===== src/gosm_pkg.sv =====
// gosm_pkg: shared types and constants for the output slot mapper
// no dependencies; imported by the channel interfaces, the cell and the top level
`timescale 1ns / 1ps
`default_nettype none

package gosm_pkg;

   // field widths
   localparam int NUMBER_W = 8;
   localparam int CODE_W   = 8;
   localparam int SLOT_W   = 4;
   localparam int MASK_W   = 16;

   // pin numbering: tens digit is the group, units digit is the pin
   localparam int DIGIT_BASE = 10;
   localparam int GROUP_MAX  = 9;
   localparam int PIN_MAX    = 7;

   // divide by ten through a reciprocal, exact for every 8-bit number
   localparam int DIV10_MUL   = 205;
   localparam int DIV10_SHIFT = 11;
   localparam int PROD_W      = 16;
   localparam int GROUP_W     = PROD_W - DIV10_SHIFT;

   // slot table entry that holds no pin
   localparam logic [CODE_W-1:0] UNUSED_CODE = 8'hff;

   typedef enum logic [1:0] {
      STATUS_REUSED  = 2'd0,
      STATUS_NEW     = 2'd1,
      STATUS_INVALID = 2'd2,
      STATUS_FULL    = 2'd3
   } status_type;

   // request broadcast along the cell chain
   typedef struct packed {
      logic [CODE_W-1:0] code;
      logic              level;
      logic              push_pull;
   } slot_req_type;

   // what a cell reports back while it holds the probe
   typedef struct packed {
      logic hit;
      logic claim;
   } cell_stat_type;

endpackage

`default_nettype wire


===== src/gosm_req_if.sv =====
// gosm_req_if: request channel of the output slot mapper (valid/ready)
// depends on gosm_pkg for field widths
`timescale 1ns / 1ps
`default_nettype none

interface gosm_req_if import gosm_pkg::*; ();
   logic                valid;
   logic                ready;
   logic [NUMBER_W-1:0] gpio_number;
   logic                level;
   logic                push_pull;

   modport source (output valid, gpio_number, level, push_pull, input ready);
   modport sink   (input valid, gpio_number, level, push_pull, output ready);
endinterface

`default_nettype wire


===== src/gosm_rsp_if.sv =====
// gosm_rsp_if: result channel of the output slot mapper (valid/ready)
// depends on gosm_pkg for field widths and the status type
`timescale 1ns / 1ps
`default_nettype none

interface gosm_rsp_if import gosm_pkg::*; ();
   logic              valid;
   logic              ready;
   status_type        status;
   logic [SLOT_W-1:0] slot;
   logic [MASK_W-1:0] type_mask;
   logic [MASK_W-1:0] level_mask;

   modport source (output valid, status, slot, type_mask, level_mask, input ready);
   modport sink   (input valid, status, slot, type_mask, level_mask, output ready);
endinterface

`default_nettype wire


===== src/gosm_cell.sv =====
// gosm_cell: one slot of the mapper chain, holding its code, drive and level bits
// depends on gosm_pkg; instantiated once per slot by gpio_output_slot_mapper_core
`timescale 1ns / 1ps
`default_nettype none

module gosm_cell import gosm_pkg::*; (
   input  wire logic         clock,
   input  wire logic         reset,
   input  wire logic         probe_in,
   input  wire slot_req_type req,
   output logic              probe_out,
   output cell_stat_type     stat,
   output logic              drive_bit,
   output logic              level_bit
);

   logic [CODE_W-1:0] code_ff, code_in;
   logic              drive_ff, drive_in;
   logic              level_ff, level_in;
   logic              probe_ff;
   logic              unused;
   logic              hit;

   // first free or matching slot stops the probe here
   always_comb begin
      unused    = (code_ff == UNUSED_CODE);
      hit       = probe_ff & (unused | (code_ff == req.code));
      stat.hit  = hit;
      stat.claim = probe_ff & unused;
      probe_out = probe_ff & ~hit;
      code_in   = (probe_ff & unused) ? req.code : code_ff;
      drive_in  = hit ? req.push_pull : drive_ff;
      level_in  = hit ? req.level : level_ff;
   end

   // slot state and probe token
   always_ff @(posedge clock) begin
      if (reset) begin
         code_ff  <= UNUSED_CODE;
         drive_ff <= 1'b0;
         level_ff <= 1'b0;
         probe_ff <= 1'b0;
      end else begin
         code_ff  <= code_in;
         drive_ff <= drive_in;
         level_ff <= level_in;
         probe_ff <= probe_in;
      end
   end

   assign drive_bit = drive_ff;
   assign level_bit = level_ff;

endmodule

`default_nettype wire


===== src/gpio_output_slot_mapper_core.sv =====
// gpio_output_slot_mapper_core: top level, request decode, probe chain and result register
// depends on gosm_pkg, gosm_req_if, gosm_rsp_if and gosm_cell
//
// Usage
//   req_ch carries a decimal pin number (group in the tens digit, pin in the units
//   digit), the level and the drive type. req_ch.ready is high while no request is
//   in work. rsp_ch returns one result per request: status, slot, and the push-pull
//   and level masks after the request.
// Sequence
//   A probe token walks the chain of slot cells, one cell a cycle. A request
//   that stops at a slot, or runs off the end of a full table, goes from the
//   scan state to the emit state, which moves its result into the output
//   register; only then is the next request taken. A rejected pin number skips
//   the scan and goes straight to the emit state.
// Reset
//   All slots read as unused and both masks are zero; no request is in work.
// Stalls
//   The result sits in an output register while rsp_ch.ready is low. The next
//   request is accepted meanwhile and its scan runs; it waits at the end of the
//   scan until the output register is free.
`timescale 1ns / 1ps
`default_nettype none

module gpio_output_slot_mapper_core import gosm_pkg::*; #(
   parameter int SLOT_COUNT = 16
) (
   input  wire logic clock,
   input  wire logic reset,
   gosm_req_if.sink   req_ch,
   gosm_rsp_if.source rsp_ch
);

   typedef enum logic [2:0] {
      ST_IDLE = 3'b001,
      ST_SCAN = 3'b010,
      ST_EMIT = 3'b100
   } state_type;

   state_type state_ff, state_in;

   slot_req_type      req_ff, req_in;
   status_type        status_ff, status_in;
   logic [SLOT_W-1:0] slot_ff, slot_in;

   logic              rsp_valid_ff, rsp_valid_in;
   status_type        rsp_status_ff, rsp_status_in;
   logic [SLOT_W-1:0] rsp_slot_ff, rsp_slot_in;
   logic [MASK_W-1:0] rsp_type_ff, rsp_type_in;
   logic [MASK_W-1:0] rsp_level_ff, rsp_level_in;

   logic                  accept;
   logic                  start;
   logic                  bad_pin;
   logic [PROD_W-1:0]     quot_prod;
   logic [GROUP_W-1:0]    group;
   logic [NUMBER_W-1:0]   tens;
   logic [NUMBER_W-1:0]   pin;

   logic [SLOT_COUNT:0]   probe;
   cell_stat_type         stat [SLOT_COUNT];
   logic [SLOT_COUNT-1:0] hit_vec;
   logic [SLOT_COUNT-1:0] claim_vec;
   logic [SLOT_COUNT-1:0] drive_vec;
   logic [SLOT_COUNT-1:0] level_vec;
   logic [SLOT_W-1:0]     hit_slot;
   logic                  miss;
   logic [MASK_W-1:0]     type_mask;
   logic [MASK_W-1:0]     level_mask;
   logic                  out_free;

   assign req_ch.ready = (state_ff == ST_IDLE);
   assign accept       = req_ch.valid & req_ch.ready;

   // split the decimal number into group and pin
   always_comb begin
      quot_prod = PROD_W'(req_ch.gpio_number) * PROD_W'(DIV10_MUL);
      group     = quot_prod[PROD_W-1:DIV10_SHIFT];
      tens      = NUMBER_W'(group) * NUMBER_W'(DIGIT_BASE);
      pin       = req_ch.gpio_number - tens;
      bad_pin   = (pin > NUMBER_W'(PIN_MAX)) || (group > GROUP_W'(GROUP_MAX));
      req_in.code      = {group[3:0], pin[3:0]};
      req_in.level     = req_ch.level;
      req_in.push_pull = req_ch.push_pull;
   end

   assign start    = accept & ~bad_pin;
   assign probe[0] = start;
   assign miss     = probe[SLOT_COUNT];

   // chain of slot cells
   for (genvar g = 0; g < SLOT_COUNT; g++) begin : g_cell
      gosm_cell u_cell (
         .clock     (clock),
         .reset     (reset),
         .probe_in  (probe[g]),
         .req       (req_ff),
         .probe_out (probe[g+1]),
         .stat      (stat[g]),
         .drive_bit (drive_vec[g]),
         .level_bit (level_vec[g])
      );
      assign hit_vec[g]   = stat[g].hit;
      assign claim_vec[g] = stat[g].claim;
   end

   // slot index of the hit and the masks padded to full width
   always_comb begin
      hit_slot   = '0;
      type_mask  = '0;
      level_mask = '0;
      for (int i = 0; i < SLOT_COUNT; i++) begin
         if (hit_vec[i]) begin
            hit_slot = hit_slot | SLOT_W'(i);
         end
         type_mask[i]  = drive_vec[i];
         level_mask[i] = level_vec[i];
      end
   end

   assign out_free = ~rsp_valid_ff | rsp_ch.ready;

   // sequencer
   always_comb begin
      state_in      = state_ff;
      status_in     = status_ff;
      slot_in       = slot_ff;
      rsp_valid_in  = rsp_valid_ff & ~rsp_ch.ready;
      rsp_status_in = rsp_status_ff;
      rsp_slot_in   = rsp_slot_ff;
      rsp_type_in   = rsp_type_ff;
      rsp_level_in  = rsp_level_ff;
      unique case (state_ff)
         ST_IDLE: begin
            if (accept) begin
               if (bad_pin) begin
                  status_in = STATUS_INVALID;
                  slot_in   = '0;
                  state_in  = ST_EMIT;
               end else begin
                  state_in = ST_SCAN;
               end
            end
         end
         ST_SCAN: begin
            if (|hit_vec) begin
               status_in = (|claim_vec) ? STATUS_NEW : STATUS_REUSED;
               slot_in   = hit_slot;
               state_in  = ST_EMIT;
            end else if (miss) begin
               status_in = STATUS_FULL;
               slot_in   = '0;
               state_in  = ST_EMIT;
            end
         end
         ST_EMIT: begin
            if (out_free) begin
               rsp_valid_in  = 1'b1;
               rsp_status_in = status_ff;
               rsp_slot_in   = slot_ff;
               rsp_type_in   = type_mask;
               rsp_level_in  = level_mask;
               state_in      = ST_IDLE;
            end
         end
         default: begin
            state_in = ST_IDLE;
         end
      endcase
   end

   // control registers
   always_ff @(posedge clock) begin
      if (reset) begin
         state_ff     <= ST_IDLE;
         rsp_valid_ff <= 1'b0;
      end else begin
         state_ff     <= state_in;
         rsp_valid_ff <= rsp_valid_in;
      end
   end

   // request and result payload
   always_ff @(posedge clock) begin
      if (accept) begin
         req_ff <= req_in;
      end
      status_ff     <= status_in;
      slot_ff       <= slot_in;
      rsp_status_ff <= rsp_status_in;
      rsp_slot_ff   <= rsp_slot_in;
      rsp_type_ff   <= rsp_type_in;
      rsp_level_ff  <= rsp_level_in;
   end

   assign rsp_ch.valid      = rsp_valid_ff;
   assign rsp_ch.status     = rsp_status_ff;
   assign rsp_ch.slot       = rsp_slot_ff;
   assign rsp_ch.type_mask  = rsp_type_ff;
   assign rsp_ch.level_mask = rsp_level_ff;

   // at most one cell stops the probe
   a_single_hit: assert property (@(posedge clock) disable iff (reset)
      $onehot0(hit_vec))
      else $error("more than one slot hit");

   // no probe activity outside a scan
   a_idle_quiet: assert property (@(posedge clock) disable iff (reset)
      (state_ff != ST_SCAN) |-> (hit_vec == '0) && !miss)
      else $error("probe active outside a scan");

   // a valid pin starts a scan
   a_start_scan: assert property (@(posedge clock) disable iff (reset)
      start |=> (state_ff == ST_SCAN))
      else $error("scan not started after request");

endmodule

`default_nettype wire


===== src/flat_wrapper.sv =====
// flat-port wrapper written by rule: the top's interface ports become plain ports
module gpio_output_slot_mapper_core_flat import gosm_pkg::*;
#(
   parameter int SLOT_COUNT = 16
)
  (clock, reset, req_ch_valid, req_ch_gpio_number, req_ch_level, req_ch_push_pull, req_ch_ready, rsp_ch_valid, rsp_ch_status, rsp_ch_slot, rsp_ch_type_mask, rsp_ch_level_mask, rsp_ch_ready);
  gosm_req_if req_ch_i ();
  gosm_rsp_if rsp_ch_i ();
  input  wire logic clock;
  input  wire logic reset;
  input wire logic [$bits(req_ch_i.valid)-1:0] req_ch_valid;
  input wire logic [$bits(req_ch_i.gpio_number)-1:0] req_ch_gpio_number;
  input wire logic [$bits(req_ch_i.level)-1:0] req_ch_level;
  input wire logic [$bits(req_ch_i.push_pull)-1:0] req_ch_push_pull;
  output wire logic [$bits(req_ch_i.ready)-1:0] req_ch_ready;
  output wire logic [$bits(rsp_ch_i.valid)-1:0] rsp_ch_valid;
  output wire logic [$bits(rsp_ch_i.status)-1:0] rsp_ch_status;
  output wire logic [$bits(rsp_ch_i.slot)-1:0] rsp_ch_slot;
  output wire logic [$bits(rsp_ch_i.type_mask)-1:0] rsp_ch_type_mask;
  output wire logic [$bits(rsp_ch_i.level_mask)-1:0] rsp_ch_level_mask;
  input wire logic [$bits(rsp_ch_i.ready)-1:0] rsp_ch_ready;
  assign req_ch_i.valid = req_ch_valid;
  assign req_ch_i.gpio_number = req_ch_gpio_number;
  assign req_ch_i.level = req_ch_level;
  assign req_ch_i.push_pull = req_ch_push_pull;
  assign req_ch_ready = req_ch_i.ready;
  assign rsp_ch_valid = rsp_ch_i.valid;
  assign rsp_ch_status = rsp_ch_i.status;
  assign rsp_ch_slot = rsp_ch_i.slot;
  assign rsp_ch_type_mask = rsp_ch_i.type_mask;
  assign rsp_ch_level_mask = rsp_ch_i.level_mask;
  assign rsp_ch_i.ready = rsp_ch_ready;
  gpio_output_slot_mapper_core #(.SLOT_COUNT(SLOT_COUNT)) u_core (.clock(clock), .reset(reset), .req_ch(req_ch_i), .rsp_ch(rsp_ch_i));
endmodule

===== config.mk =====
export PLATFORM = sky130hd
export DESIGN_NAME = gpio_output_slot_mapper_core_flat
export DESIGN_NICKNAME = d
export VERILOG_FILES = /design/src/gosm_pkg.sv /design/src/gosm_req_if.sv /design/src/gosm_rsp_if.sv /design/src/gosm_cell.sv /design/src/gpio_output_slot_mapper_core.sv /design/src/flat_wrapper.sv
export SDC_FILE = /design/constraint.sdc
export NUM_CORES = 1
export LEC_CHECK = 0
export ABC_AREA = 1
export BUFFER_PORTS_ARGS = -buffer_cell sky130_fd_sc_hd__buf_4
export CAP_MARGIN = 40
export CELL_PAD_IN_SITES_DETAIL_PLACEMENT = 1
export CELL_PAD_IN_SITES_GLOBAL_PLACEMENT = 1
export CORE_MARGIN = 8
export CORE_UTILIZATION = 36
export CTS_BUF_LIST = sky130_fd_sc_hd__clkbuf_8
export DETAILED_ROUTE_END_ITERATION = 16
export PLACE_DENSITY_LB_ADDON = 0.1
export SLEW_MARGIN = 20
export SYNTH_ARGS = -nofsm -noshare
export SYNTH_HDL_FRONTEND = slang
export SYNTH_SLANG_ARGS = --single-unit

===== constraint.sdc =====
create_clock -name clock -period 20.8 [get_ports clock]
set_input_delay 4.16 -clock clock [delete_from_list [all_inputs] [get_ports clock]]
set_output_delay 4.16 -clock clock [all_outputs]
set_load 0.02 [all_outputs]

==> impl_metrics.toml, run 1 <==
[cts]
postCtsSetupBuffers = 0
cts_tree = "yes"
hold_buffers = 0
cts_buffers = 43
h-tree-depth = 2
cts_resized = 0
cts_max_path_buffers = 3
clk_pin_slew_ns = 0.06
clkLatencyLatePin_ns = 0.56
cts_root_buf = "clkbuf_8"
cts_sinks = 234

[timing]
min_period_ns = 9.83
setup_viol = 0
finalMaxSlewViolations = 0
hold_viol = 0
fin_worst_skew_ns = 0.0285
hold_ws_ns = 0.430
worst_pin_slew_ns = 0.785
fin_setup_tns_ns = 0
rsz0062_at_grt = "false"
layout_worst_path_cycle_share_pct = 47.3
maxSlewHeadroom_pct = 47.7
fmax_ghz = 0.102

[setup_path]
crit_type = "primary input to flop"
critPathSlowestCell = "fa_1"
arrival_ns = 10.01
reg2regPathDepth = 16
reg2reg_slack_ns = 17.44
slowest_delay_ns = 0.54
cp-start-kind = "primary input"
required_ns = 20.98
reg2reg_to = "u_core.slot_ff[2]"
cp_common_cell = "nand2_1"
cp_max_fo = 6
r2r_start = "u_core.req_ff[9]"
critPathCaptureType = "flop"

[placement]
dp_hpwl_mm = 23.0
port_buffers = 53
gp_congestion = 0.788

[synth]
ys_types = 33
yosys.area.top_type = "dfxtp_1"
synth_edf_count = 54
yosys-top-cells-count = "nand2_1 (426), dfxtp_1 (180), xnor2_1 (121)"
synth_most_common_cell = "nand2_1"
yosys_warnings = 0
ys_seq_elements = 234
ys_seq_area_share_pct = 43.6
synth_cells = 1466
yosys-top-cells-area = "dfxtp_1 (30%), edfxtp_1 (14%), nand2_1 (13%)"
syn_nets = 1547
ys.flop_type = "dfxtp_1"
avgSynthCellArea_um2 = 8.18
syn_area_um2 = 12000
synth_top_area_share_pct = 30.0
async_flop_share_pct = 0

[route]
vias_per_cell = 4.82
wl_per_cell_um = 16.7
via_count = 9600
drt_iter0_markers = 316
wirelength_mm = 33.3
first_pass_iters = 4
drc = 0
ant_nets = 0

[cells_and_area]
fillers = 4062
n_antenna_cell = 0
area_growth_pct = 12.0
layout.nets = 1595
layout-drive-gt1-share_pct = 10.8

[global_routing]
grt_max_degree = 69
met1_usage_pct = 21.4
antenna_found_initial = 0
gr-total-overflow = 0
grt.busiest_layer = "met2"
grtUsageTotal_pct = 17.1
first_global_vias = 9880
grt_util_met3_pct = 2.77
grt_pass1_wl_mm = 53.2
met2_usage_pct = 29.9

[min_path]
worstHoldPathType = "flop to flop"
min_from = "u_core.g_cell[1].u_cell.drive_bit"
min_to = "u_core.rsp_ch.type_mask[1]"
min_delay_path_depth = 0

[floorplanning]
fp.dieH_um = 199
die_x_um = 199
io_pins = 54
die-area_um2 = 39400
start_util_pct = 36.1
coreArea_um2 = 33200
placementRows = 67

[power]
power.switching_uw = 595
share_seq_of_total_power_pct = 34.2
sw_frac_of_total_pct = 38.7
p_leak_uw = 0.00633
total_power_uw = 1540
powerDensity_nw_per_um2 = 114
comb_power_share_pct = 39.1
pwr-share-clk_pct = 26.7
ir_worst_vdd_mv = 0.0591
internal_power_uw = 942

[flow_run]
drv_cap = 0

[run_status]
status = "complete, no violations"
-- sequential cells by signal, summed over array words and instances, names as in the netlist, 2 cells and up --
| signal | flops |
|---|---|
| u_core.g_cell.u_cell.level_bit | 16 |
| u_core.status_ff | 2 |
| u_core.rsp_ch.slot | 4 |
| u_core.g_cell.u_cell.probe_ff | 16 |
| u_core.g_cell.u_cell.drive_bit | 16 |
| u_core.rsp_ch.level_mask | 16 |
| u_core.rsp_ch.status | 2 |
| u_core.g_cell.u_cell.code_ff | 128 |
| u_core.slot_ff | 4 |
| u_core.req_ff | 10 |
| u_core.state_ff | 3 |
| u_core.rsp_ch.type_mask | 16 |
-- layout by cell type, fill, tap and decap left out, types with 3 or more instances in the layout --
cell type / netlist / routed
a21oi_1: 48 / 47
or2_2: 5 / 5
o21ai_0: 60 / 60
dfxtp_1: 180 / 180
ha_1: 56 / 56
o211ai_1: 42 / 42
clkinvlp_4: 0 / 3
buf_4: 7 / 62
nor2_2: 6 / 6
edfxtp_1: 54 / 54
nor4_1: 3 / 3
nand2_2: 26 / 26
nand3_1: 83 / 83
nor2_1: 112 / 112
clkinv_1: 5 / 7
nand4_1: 18 / 18
xnor2_1: 121 / 121
nand2_1: 426 / 426
inv_1: 108 / 126
fa_1: 11 / 11
clkbuf_8: 0 / 50
xor2_1: 8 / 8
inv_2: 3 / 3
nor3_1: 19 / 19
nand2_4: 4 / 4
-- logic make-up (layout without fill, tap and decap cells) --
kind of cell,after synthesis,count (layout),synth area share (%)
DFF,234,234,43.6
xor gates and xnor gates,129,129,9.42
and+or+nand+nor,704,704,24.6
adders and majority gates,67,67,7.68
AOI/OAI and AO/OA,155,155,7.44
buffers and inverters,177,256,7.26
-- worst max-delay path, delay by kind of cell --
family,cells,cell delay [ns]
compound gates,2,0.61
simple gates,14,1.41
fa+ha+maj,9,3.28
xor+xnor,1,0.18
buf+inv,5,0.34
-- power groups by stage --
stage | registers [µW] | logic [µW] | clock network, µW
after detailed placement | 535 | 612 | 0
after floorplan | 535 | 470 | 0
after global routing | 528 | 687 | 449
final | 525 | 601 | 411
after CTS | 525 | 615 | 428
after global placement | 534 | 600 | 0
-- cell type report --
class                   count  area, µm²  area share [%]
multi-input cells        1055       5910            44.0
repair buffers             64        504            3.75
flip-flops and latches    234       5230            38.9
clock buffers              50        688            5.12
inverters                 116        440            3.28
clock inverters            26        111           0.829
well taps                 448        561            4.17
-- metrics by stage --
stage | utilization (%) | worst slack (ns) | std cells | cell area, µm²
after floorplan | - | 11.09 | 1466 | 12000
after global placement | 38.0 | 10.55 | 1915 | 12600
after CTS | 40.5 | 10.93 | 1993 | 13400
final | 40.5 | 10.97 | 1993 | 13400
after global routing | 40.5 | 10.52 | 1993 | 13400
after detailed placement | 38.1 | 10.36 | 1917 | 12600
-- metal layers --
| metal | vias up | part of all wire, % |
|---|---|---|
| met5 | - | 0 |
| met4 | 0 | 2.2 |
| met3 | 50 | 2.6 |
| met2 | 95 | 49 |
| met1 | 4608 | 46 |
| li1 | 4847 | - |
-- how the worst max path moves through the flow --
stage                               start           endpoint  slack [ns]  cells after the start
floorplan           req_ch_gpio_number[1]  u_core.slot_ff[0]       11.09                     30
global placement    req_ch_gpio_number[2]  u_core.slot_ff[0]       10.55                     31
detailed placement  req_ch_gpio_number[1]  u_core.slot_ff[1]       10.36                     31
CTS                 req_ch_gpio_number[1]  u_core.slot_ff[0]       10.93                     31
global route        req_ch_gpio_number[1]  u_core.slot_ff[2]       10.52                     31
finish              req_ch_gpio_number[1]  u_core.slot_ff[2]       10.97                     31
No activity file was read; power rests on OpenSTA's default activity.
==> run 2, diff against run 1 <==
Settings changed: ABC_AREA 1 to 0.
Clock period 20.8 ns to 10.05 ns, I/O delays scaled along.
==> run 2 against run 1 <==
Register-to-register slack worse by 10 ns. Sequential cell count stayed put. Final cell count is 20% lower. First-iteration DRC count is 23% lower. Count of clock-buffer cells in the layout is 5 higher. Hold slack worse by 0.0094 ns. Power is 96% higher. Global-route usage is 1.6 points lower. Sequential share of layout area is 1.8 points higher. Sequential power is 98% higher. Utilization is 1.4 points higher. Highest routed layer unchanged.
==> impl_metrics.toml, run 2 <==
[setup_path]
critPathBufInv = 4
cp_common_cell = "ha_1"
arrival_ns = 8.46
cp-start-kind = "primary input"
crit_type = "primary input to flop"
critPathCaptureType = "flop"
critPathSlowestCell = "fa_1"
cp_max_fo = 6
required_ns = 10.28
crit_family = "adder cells"
slowest_delay_ns = 0.54

[cells_and_area]
final_common_cell = "dfxtp_1"
largest_reg_flops = 128
regArea_um2 = 5230
multiInputGateArea_um2 = 5590
layout.nets = 1238
n_antenna_cell = 0
fillers = 3477
layout-drive-gt1-share_pct = 11.3
mostFrequentLayoutCells = "dfxtp_1 (180), o21ai_0 (131), nand2b_1 (130)"
regMostFlops = "u_core.g_cell.u_cell.code_ff"
area_growth_pct = 14.6

[global_routing]
antenna_found_initial = 0
grt_max_degree = 82
grt_pass1_wl_mm = 45.7
grtUsageTotal_pct = 15.5
gr-total-overflow = 0
first_global_vias = 8440

[timing]
maxSlewHeadroom_pct = 53.2
fmax_ghz = 0.122
fin_setup_tns_ns = 0
setup_viol = 0
hold_ws_ns = 0.421
rsz0062_at_grt = "false"
hold_viol = 0
layout_worst_path_cycle_share_pct = 81.9
fin_worst_skew_ns = 0.0229
min_period_ns = 8.23
worst_pin_slew_ns = 0.700
finalMaxSlewViolations = 0

[power]
powerDensity_nw_per_um2 = 234
ir_worst_vdd_mv = 0.100
internal_power_uw = 1940
comb_power_share_pct = 35.1
power.switching_uw = 1070
p_leak_uw = 0.00524
sw_frac_of_total_pct = 35.4
pwr-share-clk_pct = 30.3
share_seq_of_total_power_pct = 34.5
total_power_uw = 3010

[route]
vias_per_cell = 5.02
drt_iter0_markers = 242
wirelength_mm = 28.6
via_count = 7974
first_pass_iters = 4
drc = 0
wl_per_cell_um = 18.0
ant_nets = 0

[synth]
ys_seq_area_share_pct = 46.6
async_flop_share_pct = 0
ys_seq_elements = 234
ys.flop_type = "dfxtp_1"
yosys_warnings = 0
yosys-top-cells-count = "dfxtp_1 (180), o21ai_0 (131), nand2b_1 (130)"
synth_top_area_share_pct = 32.1
avgSynthCellArea_um2 = 10.2
ys_types = 50
synth_most_common_cell = "dfxtp_1"
synth_edf_count = 54
yosys.area.top_type = "dfxtp_1"
syn_nets = 1184
synth_cells = 1103
syn_area_um2 = 11200
yosys-top-cells-area = "dfxtp_1 (32%), edfxtp_1 (14%), xor2_1 (7.8%)"

[floorplanning]
start_util_pct = 36.5
die_x_um = 192
io_pins = 54
placementRows = 64
die-area_um2 = 37000
coreArea_um2 = 30700
fp.dieH_um = 192

[cts]
clkLatencyLatePin_ns = 0.54
cts_resized = 0
h-tree-depth = 2
postCtsSetupBuffers = 0
cts_max_path_buffers = 3
cts_root_buf = "clkbuf_8"
hold_buffers = 0
cts_tree = "yes"
cts_buffers = 43
cts_sinks = 234
clk_pin_slew_ns = 0.06

[min_path]
worstHoldPathType = "flop to flop"

[run_status]
status = "complete, no violations"

[flow_run]
drv_cap = 0

[placement]
dp_hpwl_mm = 19.6
port_buffers = 53
gp_congestion = 0.740
run 2: layout make-up:
type | count | share of cell area, %
Inverter | 30 | 0.877
Clock buffer | 55 | 5.89
Tap cell | 396 | 3.86
Timing Repair Buffer | 65 | 4.17
Sequential cell | 234 | 40.7
Multi-Input combinational cell | 783 | 43.5
Clock inverter | 24 | 0.994
run 2: worst paths after layout:
check	endpoint	slack, ns	depth (start not counted)	start
min reg2reg	u_core.rsp_ch.status[1]	0.42	0	u_core.status_ff[1]
max reg2reg	u_core.status_ff[0]	7.09	9	u_core.req_ff[7]
min	u_core.rsp_ch.status[1]	0.42	0	u_core.status_ff[1]
max	u_core.status_ff[0]	1.82	28	req_ch_gpio_number[1]
run 2: kinds of logic (layout without fill, tap and decap cells):
| family | Yosys count | count (layout) | share of synthesized area [%] |
|---|---|---|---|
| simple gates | 339 | 339 | 16.9 |
| mux | 33 | 33 | 2.95 |
| xor+xnor | 143 | 143 | 11.2 |
| compound gates | 201 | 201 | 10.5 |
| flops | 234 | 234 | 46.6 |
| buf+inv | 86 | 174 | 3.57 |
| fa+ha+maj | 67 | 67 | 8.22 |
run 2: metrics by stage:
step           util (%)  cell area, µm²  setup WS [ns]  std cells
5_1_grt            41.9           12800           1.41       1587
4_1_cts            41.9           12800           1.83       1587
6_report           41.9           12800           1.82       1587
3_5_place_dp       39.0           12000           1.28       1508
2_1_floorplan         -           11200           2.09       1103
3_3_place_gp       38.8           11900           1.51       1505
run 2: worst register-to-register path, cell delays in order (launching register included):
cell	delay [ns]
edfxtp_1	0.59
buf_8	0.22
buf_4	0.28
xor2_1	0.17
nor2_1	0.06
a41o_1	0.21
a22oi_1	0.30
nand4_1	0.30
nor3_2	0.36
a21oi_1	0.19
run 2: layer usage:
layer	vias up	part of all wire, %	global-route usage (%)
met5	-	0	0
met4	0	2.0	3.97
met3	43	3.0	2.58
met2	92	48	26.4
met1	3900	47	20.0
li1	3939	-	-
run 2: power groups by stage:
stage	sequential (µW)	combinational, µW	clock, µW
2_1_floorplan	1050	812	0
3_3_place_gp	1070	1030	0
3_5_place_dp	1060	1070	0
4_1_cts	1040	1080	944
5_1_grt	1040	1190	992
6_report	1040	1060	913
==> run 3, diff against run 2 <==
Clock period 10.05 ns to 8.1 ns, I/O delays scaled along.
==> run 3 against run 2 <==
Final cell count grew 0.69%. Clock skew is 0.0074 ns higher. First-iteration DRC count down 9.9%. Highest routed layer unchanged.
==> impl_metrics.toml, run 3 (synthesized netlist as in run 2, its figures left out) <==
[global_routing]
antenna_found_initial = 0
grtUsageTotal_pct = 15.8
grt_pass1_wl_mm = 46.7
grt_max_degree = 101
first_global_vias = 8438
gr-total-overflow = 0

[setup_path]
reg2reg_slack_ns = 5.19
required_ns = 8.36
cp-start-kind = "primary input"
crit_family = "adder cells"
cp_common_cell = "ha_1"
arrival_ns = 7.86
reg2regPathDepth = 8
critPathBufInv = 4
crit_type = "primary input to flop"
critPathCaptureType = "flop"
worst-path-stages = 28
slowest_delay_ns = 0.54
cp_max_fo = 6
critPathSlowestCell = "fa_1"

[placement]
port_buffers = 53
gp_congestion = 0.794
dp_hpwl_mm = 19.4

[timing]
fin_setup_tns_ns = 0
fmax_ghz = 0.132
hold_ws_ns = 0.421
maxSlewHeadroom_pct = 48.7
hold_viol = 0
fin_worst_skew_ns = 0.0303
layout_worst_path_cycle_share_pct = 93.9
finalMaxSlewViolations = 0
worst_pin_slew_ns = 0.770
min_period_ns = 7.60
setup_viol = 0
rsz0062_at_grt = "false"

[floorplanning]
die-area_um2 = 37000
placementRows = 64
fp.dieH_um = 192
die_x_um = 192
io_pins = 54
start_util_pct = 36.5
coreArea_um2 = 30700

[power]
powerDensity_nw_per_um2 = 289
p_leak_uw = 0.00529
total_power_uw = 3710
ir_worst_vdd_mv = 0.118

[cts]
cts_buffers = 44
cts_tree = "yes"
cts_max_path_buffers = 3
cts_sinks = 234
cts_root_buf = "clkbuf_8"
postCtsSetupBuffers = 0
cts_resized = 0
h-tree-depth = 2
clkLatencyLatePin_ns = 0.56
clk_pin_slew_ns = 0.06
hold_buffers = 0

[cells_and_area]
largest_reg_flops = 128
layout.nets = 1247
regMostFlops = "u_core.g_cell.u_cell.code_ff"
final_common_cell = "dfxtp_1"
area_growth_pct = 14.8
n_antenna_cell = 0
mostFrequentLayoutCells = "dfxtp_1 (180), o21ai_0 (131), nand2b_1 (130)"
fillers = 3464
layout-drive-gt1-share_pct = 12.3

[route]
first_pass_iters = 4
wirelength_mm = 28.5
ant_nets = 0
via_count = 7954
vias_per_cell = 4.98
wl_per_cell_um = 17.8
drt_iter0_markers = 218
drc = 0

[min_path]
worstHoldPathType = "flop to flop"
min_delay_path_depth = 0

[flow_run]
drv_cap = 0

[run_status]
status = "complete, no violations"
-- run 3: cell count changes in the layout (fill, tap and decap cells not counted), sizes merged --
| cell | before | now |
|---|---|---|
| bufinv | 1 | 0 |
| clkbuf | 55 | 51 |
| buf | 65 | 73 |
| inv | 41 | 47 |
| clkinv | 11 | 13 |
-- run 3: area by class of cell --
type,instances,area (µm²),area share [%]
Multi-Input combinational cell,783,5590,43.5
Timing Repair Buffer,73,588,4.57
Tap cell,396,495,3.85
Clock buffer,51,702,5.46
Clock inverter,31,150,1.17
Sequential cell,234,5230,40.6
Inverter,30,113,0.875
-- run 3: report_power, final --
group / switching [µW] / internal [µW]
combinational: 798 / 540
clock: 509 / 581
sequential: 27.9 / 1260
total: 1330 / 2380
-- run 3: path summary, 6_finish.rpt --
path                               from                       to
setup / recovery  req_ch_gpio_number[1]        u_core.slot_ff[2]
hold / removal      u_core.status_ff[0]  u_core.rsp_ch.status[0]
setup reg to reg       u_core.req_ff[5]        u_core.slot_ff[2]
hold reg to reg     u_core.status_ff[0]  u_core.rsp_ch.status[0]
-- run 3: worst reg2reg max path, cell delays in order (launching register included) --
cell	delay (ns)
edfxtp_1	0.34
buf_4	0.45
xor2_1	0.23
nor4_1	0.08
a41o_1	0.28
a22oi_1	0.38
nand4_1	0.31
nor3_2	0.36
a21oi_1	0.19
-- run 3: per-layer routing --
layer  share of wire, %  vias up  track usage [%]  wire length (µm)
li1                   -     3973                -                 -
met1                 47     3849             19.8             13300
met2                 48       87             27.4             13800
met3                3.1       45             2.80               890
met4                1.9        0             4.17               531
met5                  0        -                0                 0
-- run 3: through the flow --
stage / std cells / worst slack [ns] / utilization [%] / instance area, µm²
after global placement: 1513 / 0.0461 / 39.0 / 12000
final: 1598 / 0.496 / 41.9 / 12900
after detailed placement: 1515 / -0.104 / 39.1 / 12000
after floorplan: 1103 / 0.532 / - / 11200
after global routing: 1598 / 0.0581 / 41.9 / 12900
after CTS: 1597 / 0.469 / 41.9 / 12800
